$ cat src/hw/rtl/jfcm_pkg.sv
// Package for the jet false-colour mapper: widths, colour constants,
// segment codes and configuration register indexes.
// No dependencies; used by jet_false_color_map and jfcm_checker.
package jfcm_pkg;

    // Default sample width on the input stream
    localparam int SAMPLE_WIDTH_DEF = 16;

    // Range registers and derived widths
    localparam int REG_W   = 16;
    localparam int FRAC_W  = 16;            // fraction bits of t
    localparam int T_W     = FRAC_W + 1;    // t runs 0 .. 1.0 inclusive
    localparam int SEG_F_W = 14;            // fraction bits inside one segment
    localparam int CHAN_W  = 8;

    localparam logic signed [REG_W-1:0] RANGE_LOW_RST  = 16'sd0;
    localparam logic signed [REG_W-1:0] RANGE_HIGH_RST = 16'sd32767;

    // Configuration register indexes
    localparam int CFG_IDX_W = 1;
    localparam logic [CFG_IDX_W-1:0] REG_RANGE_LOW  = 1'd0;
    localparam logic [CFG_IDX_W-1:0] REG_RANGE_HIGH = 1'd1;

    // Colour constants
    localparam logic [CHAN_W-1:0] BASE_BLUE = 8'd144;
    localparam logic [CHAN_W-1:0] FULL      = 8'd255;
    localparam logic [CHAN_W-1:0] BLUE_RISE = 8'd111;   // FULL - BASE_BLUE
    localparam logic [CHAN_W-1:0] ZERO      = 8'd0;

    // Segments of the jet scale
    localparam logic [1:0] SEG_DARK   = 2'd0;   // dark blue to blue
    localparam logic [1:0] SEG_CYAN   = 2'd1;   // blue to cyan
    localparam logic [1:0] SEG_YELLOW = 2'd2;   // cyan to yellow
    localparam logic [1:0] SEG_RED    = 2'd3;   // yellow to red

endpackage

$ cat src/hw/rtl/jet_false_color_map.sv
// Jet false-colour mapper: signed sample in, packed BGR word out; depends on jfcm_pkg.
// Throughput: one word per cycle while m_ is not stalled; the 17-stage restoring divider
// (one quotient bit per stage) plus three preparation stages and one colour stage set
// the depth. A stall on m_ holds every stage; aresetn (synchronous, active low) empties
// the pipe and loads range_low = 0, range_high = 32767.
module jet_false_color_map #(
    parameter int SAMPLE_WIDTH = jfcm_pkg::SAMPLE_WIDTH_DEF
) (
    input  logic                                     aclk,
    input  logic                                     aresetn,
    // input stream
    input  logic                                     s_tvalid,
    output logic                                     s_tready,
    input  logic [((SAMPLE_WIDTH + 7) / 8) * 8 - 1:0] s_tdata,   // sample_value
    // result stream
    output logic                                     m_tvalid,
    input  logic                                     m_tready,
    output logic [3*jfcm_pkg::CHAN_W-1:0]            m_tdata,   // blue_out, green_out, red_out
    // configuration write channel
    input  logic                                     cfg_valid,
    output logic                                     cfg_ready,
    input  logic [jfcm_pkg::CFG_IDX_W-1:0]           cfg_index,
    input  logic [jfcm_pkg::REG_W-1:0]               cfg_data
);

    localparam int REG_W  = jfcm_pkg::REG_W;
    localparam int CMP_W  = (SAMPLE_WIDTH > REG_W) ? SAMPLE_WIDTH : REG_W;
    localparam int T_W    = jfcm_pkg::T_W;
    localparam int FW     = jfcm_pkg::FRAC_W;
    localparam int SFW    = jfcm_pkg::SEG_F_W;
    localparam int CW     = jfcm_pkg::CHAN_W;

    // whole pipe moves when the output register is free or being drained
    logic advance;
    logic m_valid_reg;

    assign advance   = !m_valid_reg || m_tready;
    assign s_tready  = advance;
    assign cfg_ready = 1'b1;

    // configuration registers
    logic signed [REG_W-1:0] range_low_reg, range_high_reg;

    always_ff @(posedge aclk) begin
        if (!aresetn) begin
            range_low_reg  <= jfcm_pkg::RANGE_LOW_RST;
            range_high_reg <= jfcm_pkg::RANGE_HIGH_RST;
        end else if (cfg_valid) begin
            unique case (cfg_index)
                jfcm_pkg::REG_RANGE_LOW:  range_low_reg  <= cfg_data;
                jfcm_pkg::REG_RANGE_HIGH: range_high_reg <= cfg_data;
                default: ;
            endcase
        end
    end

    // ---------------- stage 1: capture sample, order the bounds ----------------
    logic                           vld1_reg;
    logic signed [SAMPLE_WIDTH-1:0] v1_reg;
    logic signed [REG_W-1:0]        lo1_reg, hi1_reg;
    logic                           swap_next;

    assign swap_next = range_low_reg > range_high_reg;

    always_ff @(posedge aclk) begin
        if (!aresetn) begin
            vld1_reg <= 1'b0;
        end else if (advance) begin
            vld1_reg <= s_tvalid;
        end
    end

    always_ff @(posedge aclk) begin
        if (advance) begin
            v1_reg  <= s_tdata[SAMPLE_WIDTH-1:0];
            lo1_reg <= swap_next ? range_high_reg : range_low_reg;
            hi1_reg <= swap_next ? range_low_reg  : range_high_reg;
        end
    end

    // ---------------- stage 2: clamp, span ----------------
    logic                    vld2_reg;
    logic signed [REG_W-1:0] vc2_reg, lo2_reg;
    logic [REG_W-1:0]        span2_reg;
    logic signed [CMP_W-1:0] v_ext, lo_ext, hi_ext;
    logic signed [REG_W-1:0] vc_next;
    logic [REG_W-1:0]        span_raw, span_next;

    assign v_ext  = CMP_W'(v1_reg);
    assign lo_ext = CMP_W'(lo1_reg);
    assign hi_ext = CMP_W'(hi1_reg);

    always_comb begin
        priority if (v_ext > hi_ext) begin
            vc_next = hi1_reg;
        end else if (v_ext < lo_ext) begin
            vc_next = lo1_reg;
        end else begin
            vc_next = v_ext[REG_W-1:0];
        end
    end

    // hi >= lo, so the difference fits unsigned; a zero span counts as one
    assign span_raw  = REG_W'(hi1_reg - lo1_reg);
    assign span_next = (span_raw == '0) ? REG_W'(1) : span_raw;

    always_ff @(posedge aclk) begin
        if (!aresetn) begin
            vld2_reg <= 1'b0;
        end else if (advance) begin
            vld2_reg <= vld1_reg;
        end
    end

    always_ff @(posedge aclk) begin
        if (advance) begin
            vc2_reg   <= vc_next;
            lo2_reg   <= lo1_reg;
            span2_reg <= span_next;
        end
    end

    // ---------------- stage 3: offset from the low bound ----------------
    logic             vld3_reg;
    logic [REG_W-1:0] d3_reg, span3_reg;

    always_ff @(posedge aclk) begin
        if (!aresetn) begin
            vld3_reg <= 1'b0;
        end else if (advance) begin
            vld3_reg <= vld2_reg;
        end
    end

    always_ff @(posedge aclk) begin
        if (advance) begin
            d3_reg    <= REG_W'(vc2_reg - lo2_reg);
            span3_reg <= span2_reg;
        end
    end

    // ---------------- divider: t = (d << 16) / span, one bit a stage ----------------
    logic             dvld_reg [0:FW];
    logic [REG_W-1:0] rem_reg  [0:FW-1];
    logic [REG_W-1:0] dspan_reg[0:FW-1];
    logic [T_W-1:0]   q_reg    [0:FW];
    logic             top_next;

    // integer bit: d never exceeds span, so it is set only when d equals span
    assign top_next = d3_reg >= span3_reg;

    always_ff @(posedge aclk) begin
        if (!aresetn) begin
            dvld_reg[0] <= 1'b0;
        end else if (advance) begin
            dvld_reg[0] <= vld3_reg;
        end
    end

    always_ff @(posedge aclk) begin
        if (advance) begin
            rem_reg[0]   <= top_next ? '0 : d3_reg;
            dspan_reg[0] <= span3_reg;
            q_reg[0]     <= T_W'(top_next);
        end
    end

    for (genvar k = 1; k <= FW; k++) begin : g_div
        logic [REG_W:0]   shifted;
        logic             bit_next;

        // shift in a zero, subtract the span where it fits
        assign shifted  = {rem_reg[k-1], 1'b0};
        assign bit_next = shifted >= {1'b0, dspan_reg[k-1]};

        always_ff @(posedge aclk) begin
            if (!aresetn) begin
                dvld_reg[k] <= 1'b0;
            end else if (advance) begin
                dvld_reg[k] <= dvld_reg[k-1];
            end
        end

        always_ff @(posedge aclk) begin
            if (advance) begin
                q_reg[k] <= {q_reg[k-1][T_W-2:0], bit_next};
            end
        end

        // carry remainder and divisor on, except past the last quotient bit
        if (k < FW) begin : g_carry
            logic [REG_W-1:0] rem_next;

            assign rem_next = bit_next ? REG_W'(shifted - {1'b0, dspan_reg[k-1]})
                                       : shifted[REG_W-1:0];

            always_ff @(posedge aclk) begin
                if (advance) begin
                    rem_reg[k]   <= rem_next;
                    dspan_reg[k] <= dspan_reg[k-1];
                end
            end
        end
    end

    // ---------------- colour stage into the output register ----------------
    logic [T_W-1:0]   t_val;
    logic [1:0]       seg;
    logic [SFW-1:0]   f_val;
    logic [SFW:0]     f_mirror;
    logic [SFW+6:0]   blue_ramp;    // 111 * f
    logic [SFW+7:0]   up_ramp;      // 255 * f
    logic [SFW+7:0]   down_ramp;    // 255 * (16384 - f)
    logic [CW-1:0]    up_val, down_val;
    logic [CW-1:0]    blue_next, green_next, red_next;
    logic [CW-1:0]    blue_reg, green_reg, red_reg;

    assign t_val    = q_reg[FW];
    assign seg      = t_val[FW-1:SFW];
    assign f_val    = t_val[SFW-1:0];
    assign f_mirror = (SFW+1)'(1 << SFW) - (SFW+1)'(f_val);

    assign blue_ramp = (SFW+7)'(f_val) * (SFW+7)'(jfcm_pkg::BLUE_RISE);
    assign up_ramp   = (SFW+8)'(f_val) * (SFW+8)'(jfcm_pkg::FULL);
    assign down_ramp = (SFW+8)'(f_mirror) * (SFW+8)'(jfcm_pkg::FULL);
    assign up_val    = up_ramp[SFW+CW-1:SFW];
    assign down_val  = down_ramp[SFW+CW-1:SFW];

    always_comb begin
        blue_next  = jfcm_pkg::ZERO;
        green_next = jfcm_pkg::ZERO;
        red_next   = jfcm_pkg::ZERO;
        if (t_val[FW]) begin
            // top of range: pure red
            red_next = jfcm_pkg::FULL;
        end else begin
            unique case (seg)
                jfcm_pkg::SEG_DARK: begin
                    blue_next = jfcm_pkg::BASE_BLUE + CW'(blue_ramp[SFW+6:SFW]);
                end
                jfcm_pkg::SEG_CYAN: begin
                    blue_next  = jfcm_pkg::FULL;
                    green_next = up_val;
                end
                jfcm_pkg::SEG_YELLOW: begin
                    red_next   = up_val;
                    green_next = jfcm_pkg::FULL;
                    blue_next  = jfcm_pkg::FULL - up_val;
                end
                jfcm_pkg::SEG_RED: begin
                    red_next   = jfcm_pkg::FULL;
                    green_next = down_val;
                end
                default: ;
            endcase
        end
    end

    always_ff @(posedge aclk) begin
        if (!aresetn) begin
            m_valid_reg <= 1'b0;
        end else if (advance) begin
            m_valid_reg <= dvld_reg[FW];
        end
    end

    always_ff @(posedge aclk) begin
        if (advance) begin
            blue_reg  <= blue_next;
            green_reg <= green_next;
            red_reg   <= red_next;
        end
    end

    assign m_tvalid = m_valid_reg;
    assign m_tdata  = {red_reg, green_reg, blue_reg};

endmodule

$ cat config.mk
export PLATFORM = sky130hd
export DESIGN_NAME = jet_false_color_map
export DESIGN_NICKNAME = d
export VERILOG_FILES = /design/src/hw/rtl/jfcm_pkg.sv /design/src/hw/rtl/jet_false_color_map.sv
export SDC_FILE = /design/constraint.sdc
export NUM_CORES = 2
export LEC_CHECK = 0
export BUFFER_PORTS_ARGS = -buffer_cell sky130_fd_sc_hd__buf_4
export CAP_MARGIN = 20
export CELL_PAD_IN_SITES_DETAIL_PLACEMENT = 0
export CELL_PAD_IN_SITES_GLOBAL_PLACEMENT = 1
export CORE_ASPECT_RATIO = 1.75
export CORE_MARGIN = 2
export CORE_UTILIZATION = 54
export CTS_BUF_LIST = sky130_fd_sc_hd__clkbuf_8
export CTS_CLUSTER_DIAMETER = 30
export DETAILED_ROUTE_END_ITERATION = 16
export HOLD_SLACK_MARGIN = 0.06
export PLACE_DENSITY = 0.91
export SETUP_SLACK_MARGIN = 0.02
export SYNTH_ARGS = -nofsm -noshare
export SYNTH_HDL_FRONTEND = slang
export SYNTH_SLANG_ARGS = --single-unit
$ cat constraint.sdc
create_clock -name aclk -period 35.1 [get_ports aclk]
set_input_delay 1.755 -clock aclk [delete_from_list [all_inputs] [get_ports aclk]]
set_output_delay 1.755 -clock aclk [all_outputs]
set_load 0.005 [all_outputs]
==> results.json <==
{
  "final_layout_size_suffix_gt1_frac": 0.116,
  "yosys_warnings": 0,
  "fp.dieArea_um2": 99400,
  "dpl.hpwl_um": 89100,
  "critPathMostFrequentCell": "xnor2_1",
  "h-tree-depth": 4,
  "worst_r2r_path_depth": 23,
  "family_of_cells_with_the_greatest_summed_delay_on_the_critical_path": "adder cells",
  "post-route-drc-count": 0,
  "final-setup-viol-count": 0,
  "most_used_flip_flop_cell_after_synthesis": "edfxtp_1",
  "floorplan.die.width_um": 239,
  "postSynthRegisterBits": 870,
  "clock-root-buffer": "clkbuf_8",
  "place.gp.congestion": 0.916,
  "hold_path_startpoint": "q_reg[0][53]",
  "first_pass_iters": 6,
  "critical_path_arrival_ns": 7.49,
  "io_pins": 65,
  "rr_startpoint": "q_reg[2][2]",
  "synthDistinctLibCells": 77,
  "first_global_vias": 35400,
  "critical_path_start_end_classification": "register to register",
  "cts-buffers-inserted": 143,
  "timing.max_cap.violations": 0,
  "postSynth.asyncResetShare": 0,
  "max-slew-margin-rel": 0.260,
  "totalWireLength_um": 116000,
  "path_buf_inv": 4,
  "core-area_um2": 96400,
  "detail-route-antenna-nets": 0,
  "syn_inst": 4400,
  "worst-endpoint-required_ns": 35.68,
  "slowest_stage_delay_cp_ns": 0.55,
  "r2r-end": "green_reg[7]",
  "maxClockFrequency_mhz": 145,
  "critical_path.startpoint": "q_reg[2][2]",
  "fin_nets": 5255,
  "clk_transition_reported_paths_ns": 0.07,
  "syn_nets": 5085,
  "drt-wirelength-per-cell_um": 19.7,
  "route.detailed.vias_per_inst": 5.68,
  "status": "completed",
  "grt.total_usage": 0.237,
  "reg2reg_setup_slack_ns": 28.19,
  "netlist_area_before_placement_um2": 52300,
  "hold_violations": 0,
  "cts_tree": "yes",
  "cts.path.max_buffers": 3,
  "routed-via-count": 33600,
  "chipHeight_um": 416,
  "critical-path-slowest-cell": "fa_1",
  "timing.hold.worst.class": "register to register",
  "post_synth.cell_area_avg_um2": 11.9,
  "cts.repair.resized": 0,
  "type_of_destination_of_the_critical_path": "register",
  "synth-seq-area-share": 0.493,
  "most_common_cell_after_layout_fill_and_taps_aside": "edfxtp_1",
  "most-common-layout-cells": "833 x edfxtp_1, 696 x inv_1, 495 x ha_1",
  "worstSetupStartpointType": "register",
  "fin_setup_tns_ns": 0,
  "port_buffers": 63,
  "synth-edff-count": 833,
  "dr.first_iter.drc_count": 1747,
  "later_pin_clock_latency_in_the_skew_report_ns": 0.86,
  "fp-row-count": 151,
  "dp_cells": 5645,
  "grt_pass1_wl_um": 181000,
  "flow.area_growth_from_synthesis_pct": 9.97,
  "grt_antenna_before_repair": 1,
  "post-route-min-period_ns": 6.91,
  "finalMaxSlewViolations": 0,
  "fin_skew_ns": 0.0475,
  "post-route-period-util": 0.197,
  "worstHoldPathCells": 0,
  "worst-slew-pin-transition_ns": 1.11,
  "path_cells": "inv_1 -> ha_1 -> nor2b_1 -> nand3_1 -> nor2_1 -> xnor2_1 -> xnor2_1 -> xnor2_1 -> fa_1 -> fa_1 -> inv_1 -> fa_1 -> inv_1 -> ha_1 -> o21ai_0 -> a311oi_1 -> or3_1 -> a2111oi_0 -> dlymetal6s2s_1 -> o31ai_1 -> a21oi_1 -> xnor2_1 -> o211ai_1",
  "cts_post_setup_buffers_inserted": 0,
  "clkSinkCount": 870,
  "critical_path_cell_count": 23,
  "overflow": 0,
  "setup_repair_after_global_routing_missed_its_margin": "false",
  "initial_core_util": 0.542,
  "final_cells": 5912,
  "critical_path_peak_fanout": 8,
  "grt_max_degree": 177,
  "cts_hold_buffers": 0,
  "worstHoldEndpoint": "q_reg[0][71]"
}
[cell families after synthesis]
group / synth area share
xor+xnor: 0.0399
mux: 0.0531
fa+ha+maj: 0.177
other cells: 0.0000717
buf+inv: 0.0538
flops: 0.493
simple gates: 0.0784
compound gates: 0.105
[Yosys cell counts (10+ instances only)]
cell type / n / area share
a211o_1: 10 / 0.0017
a211oi_1: 51 / 0.0073
a21boi_0: 36 / 0.0052
a21o_1: 113 / 0.016
a21oi_1: 180 / 0.017
a221oi_1: 31 / 0.0052
a311oi_1: 12 / 0.0020
a31oi_1: 34 / 0.0041
and2_1: 25 / 0.0030
and3_1: 47 / 0.0056
clkbuf_1: 55 / 0.0039
dfxtp_1: 37 / 0.014
edfxtp_1: 833 / 0.48
fa_1: 152 / 0.058
ha_1: 495 / 0.12
inv_1: 672 / 0.048
mux2_2: 204 / 0.044
mux2i_1: 48 / 0.0092
nand2_1: 164 / 0.012
nand2b_1: 36 / 0.0043
nand3_1: 75 / 0.0072
nand4_1: 38 / 0.0045
nor2_1: 254 / 0.018
nor2b_1: 63 / 0.0075
nor3_1: 76 / 0.0073
o2111ai_1: 13 / 0.0022
o211ai_1: 37 / 0.0053
o21a_1: 53 / 0.0076
o21ai_0: 122 / 0.012
o21bai_1: 20 / 0.0029
o31ai_1: 23 / 0.0033
o41ai_1: 26 / 0.0044
or2_2: 11 / 0.0013
xnor2_1: 166 / 0.028
xor2_1: 72 / 0.012
[through the flow]
stage	worst slack [ns]	utilization	hold slack (ns)	area, µm²
after floorplan	8.89	-	0.400	52300
after global placement	27.84	0.563	0.400	54200
after detailed placement	27.74	0.563	0.405	54200
after CTS	27.69	0.596	0.388	57400
after global routing	27.78	0.597	0.401	57500
final	28.19	0.597	0.392	57500
[per-layer routing]
| layer | GRT usage | routed length [µm] | vias to the layer above |
|---|---|---|---|
| li1 | - | - | 16200 |
| met2 | 0.480 | 67800 | 719 |
| met3 | 0.0381 | 3350 | 420 |
| met1 | 0.197 | 35900 | 16300 |
| met5 | 0 | 0 | - |
| met4 | 0.176 | 9250 | 0 |
[worst register-to-register path: stages (launching register included)]
cell and delay (ns):
edfxtp_1 0.54, inv_1 0.19, ha_1 0.16, nor2b_1 0.27, nand3_1 0.17, nor2_1 0.29
xnor2_1 0.44, xnor2_1 0.30, xnor2_1 0.39, fa_1 0.53, fa_1 0.55, inv_1 0.05
fa_1 0.52, inv_1 0.04, ha_1 0.34, o21ai_0 0.29, a311oi_1 0.10, or3_1 0.39
a2111oi_0 0.28, dlymetal6s2s_1 0.25, o31ai_1 0.15, a21oi_1 0.19, xnor2_1 0.13, o211ai_1 0.09
[cell type report]
type                       count  area [µm²]
fill                        7712       38900
sequential                   870       25800
multi-input combinational   2787       23700
inverter                     672        2530
clock buffer                 146        2010
tap                         1224        1530
clock inverter               116        1170
timing repair buffer          96         776
antenna                        1        2.50
[worst max-delay path by stage]
stage | endpoint | slack, ns
finish | green_reg[7] | 28.19
CTS | green_reg[7] | 27.69
global placement | green_reg[7] | 27.84
detailed placement | green_reg[7] | 27.74
global route | green_reg[7] | 27.78
floorplan | dvld_reg[0] | 8.89
Power is left out: the tool's default activity adds up to more than one toggle a clock period on the data nets, which glitch-free logic cannot reach.
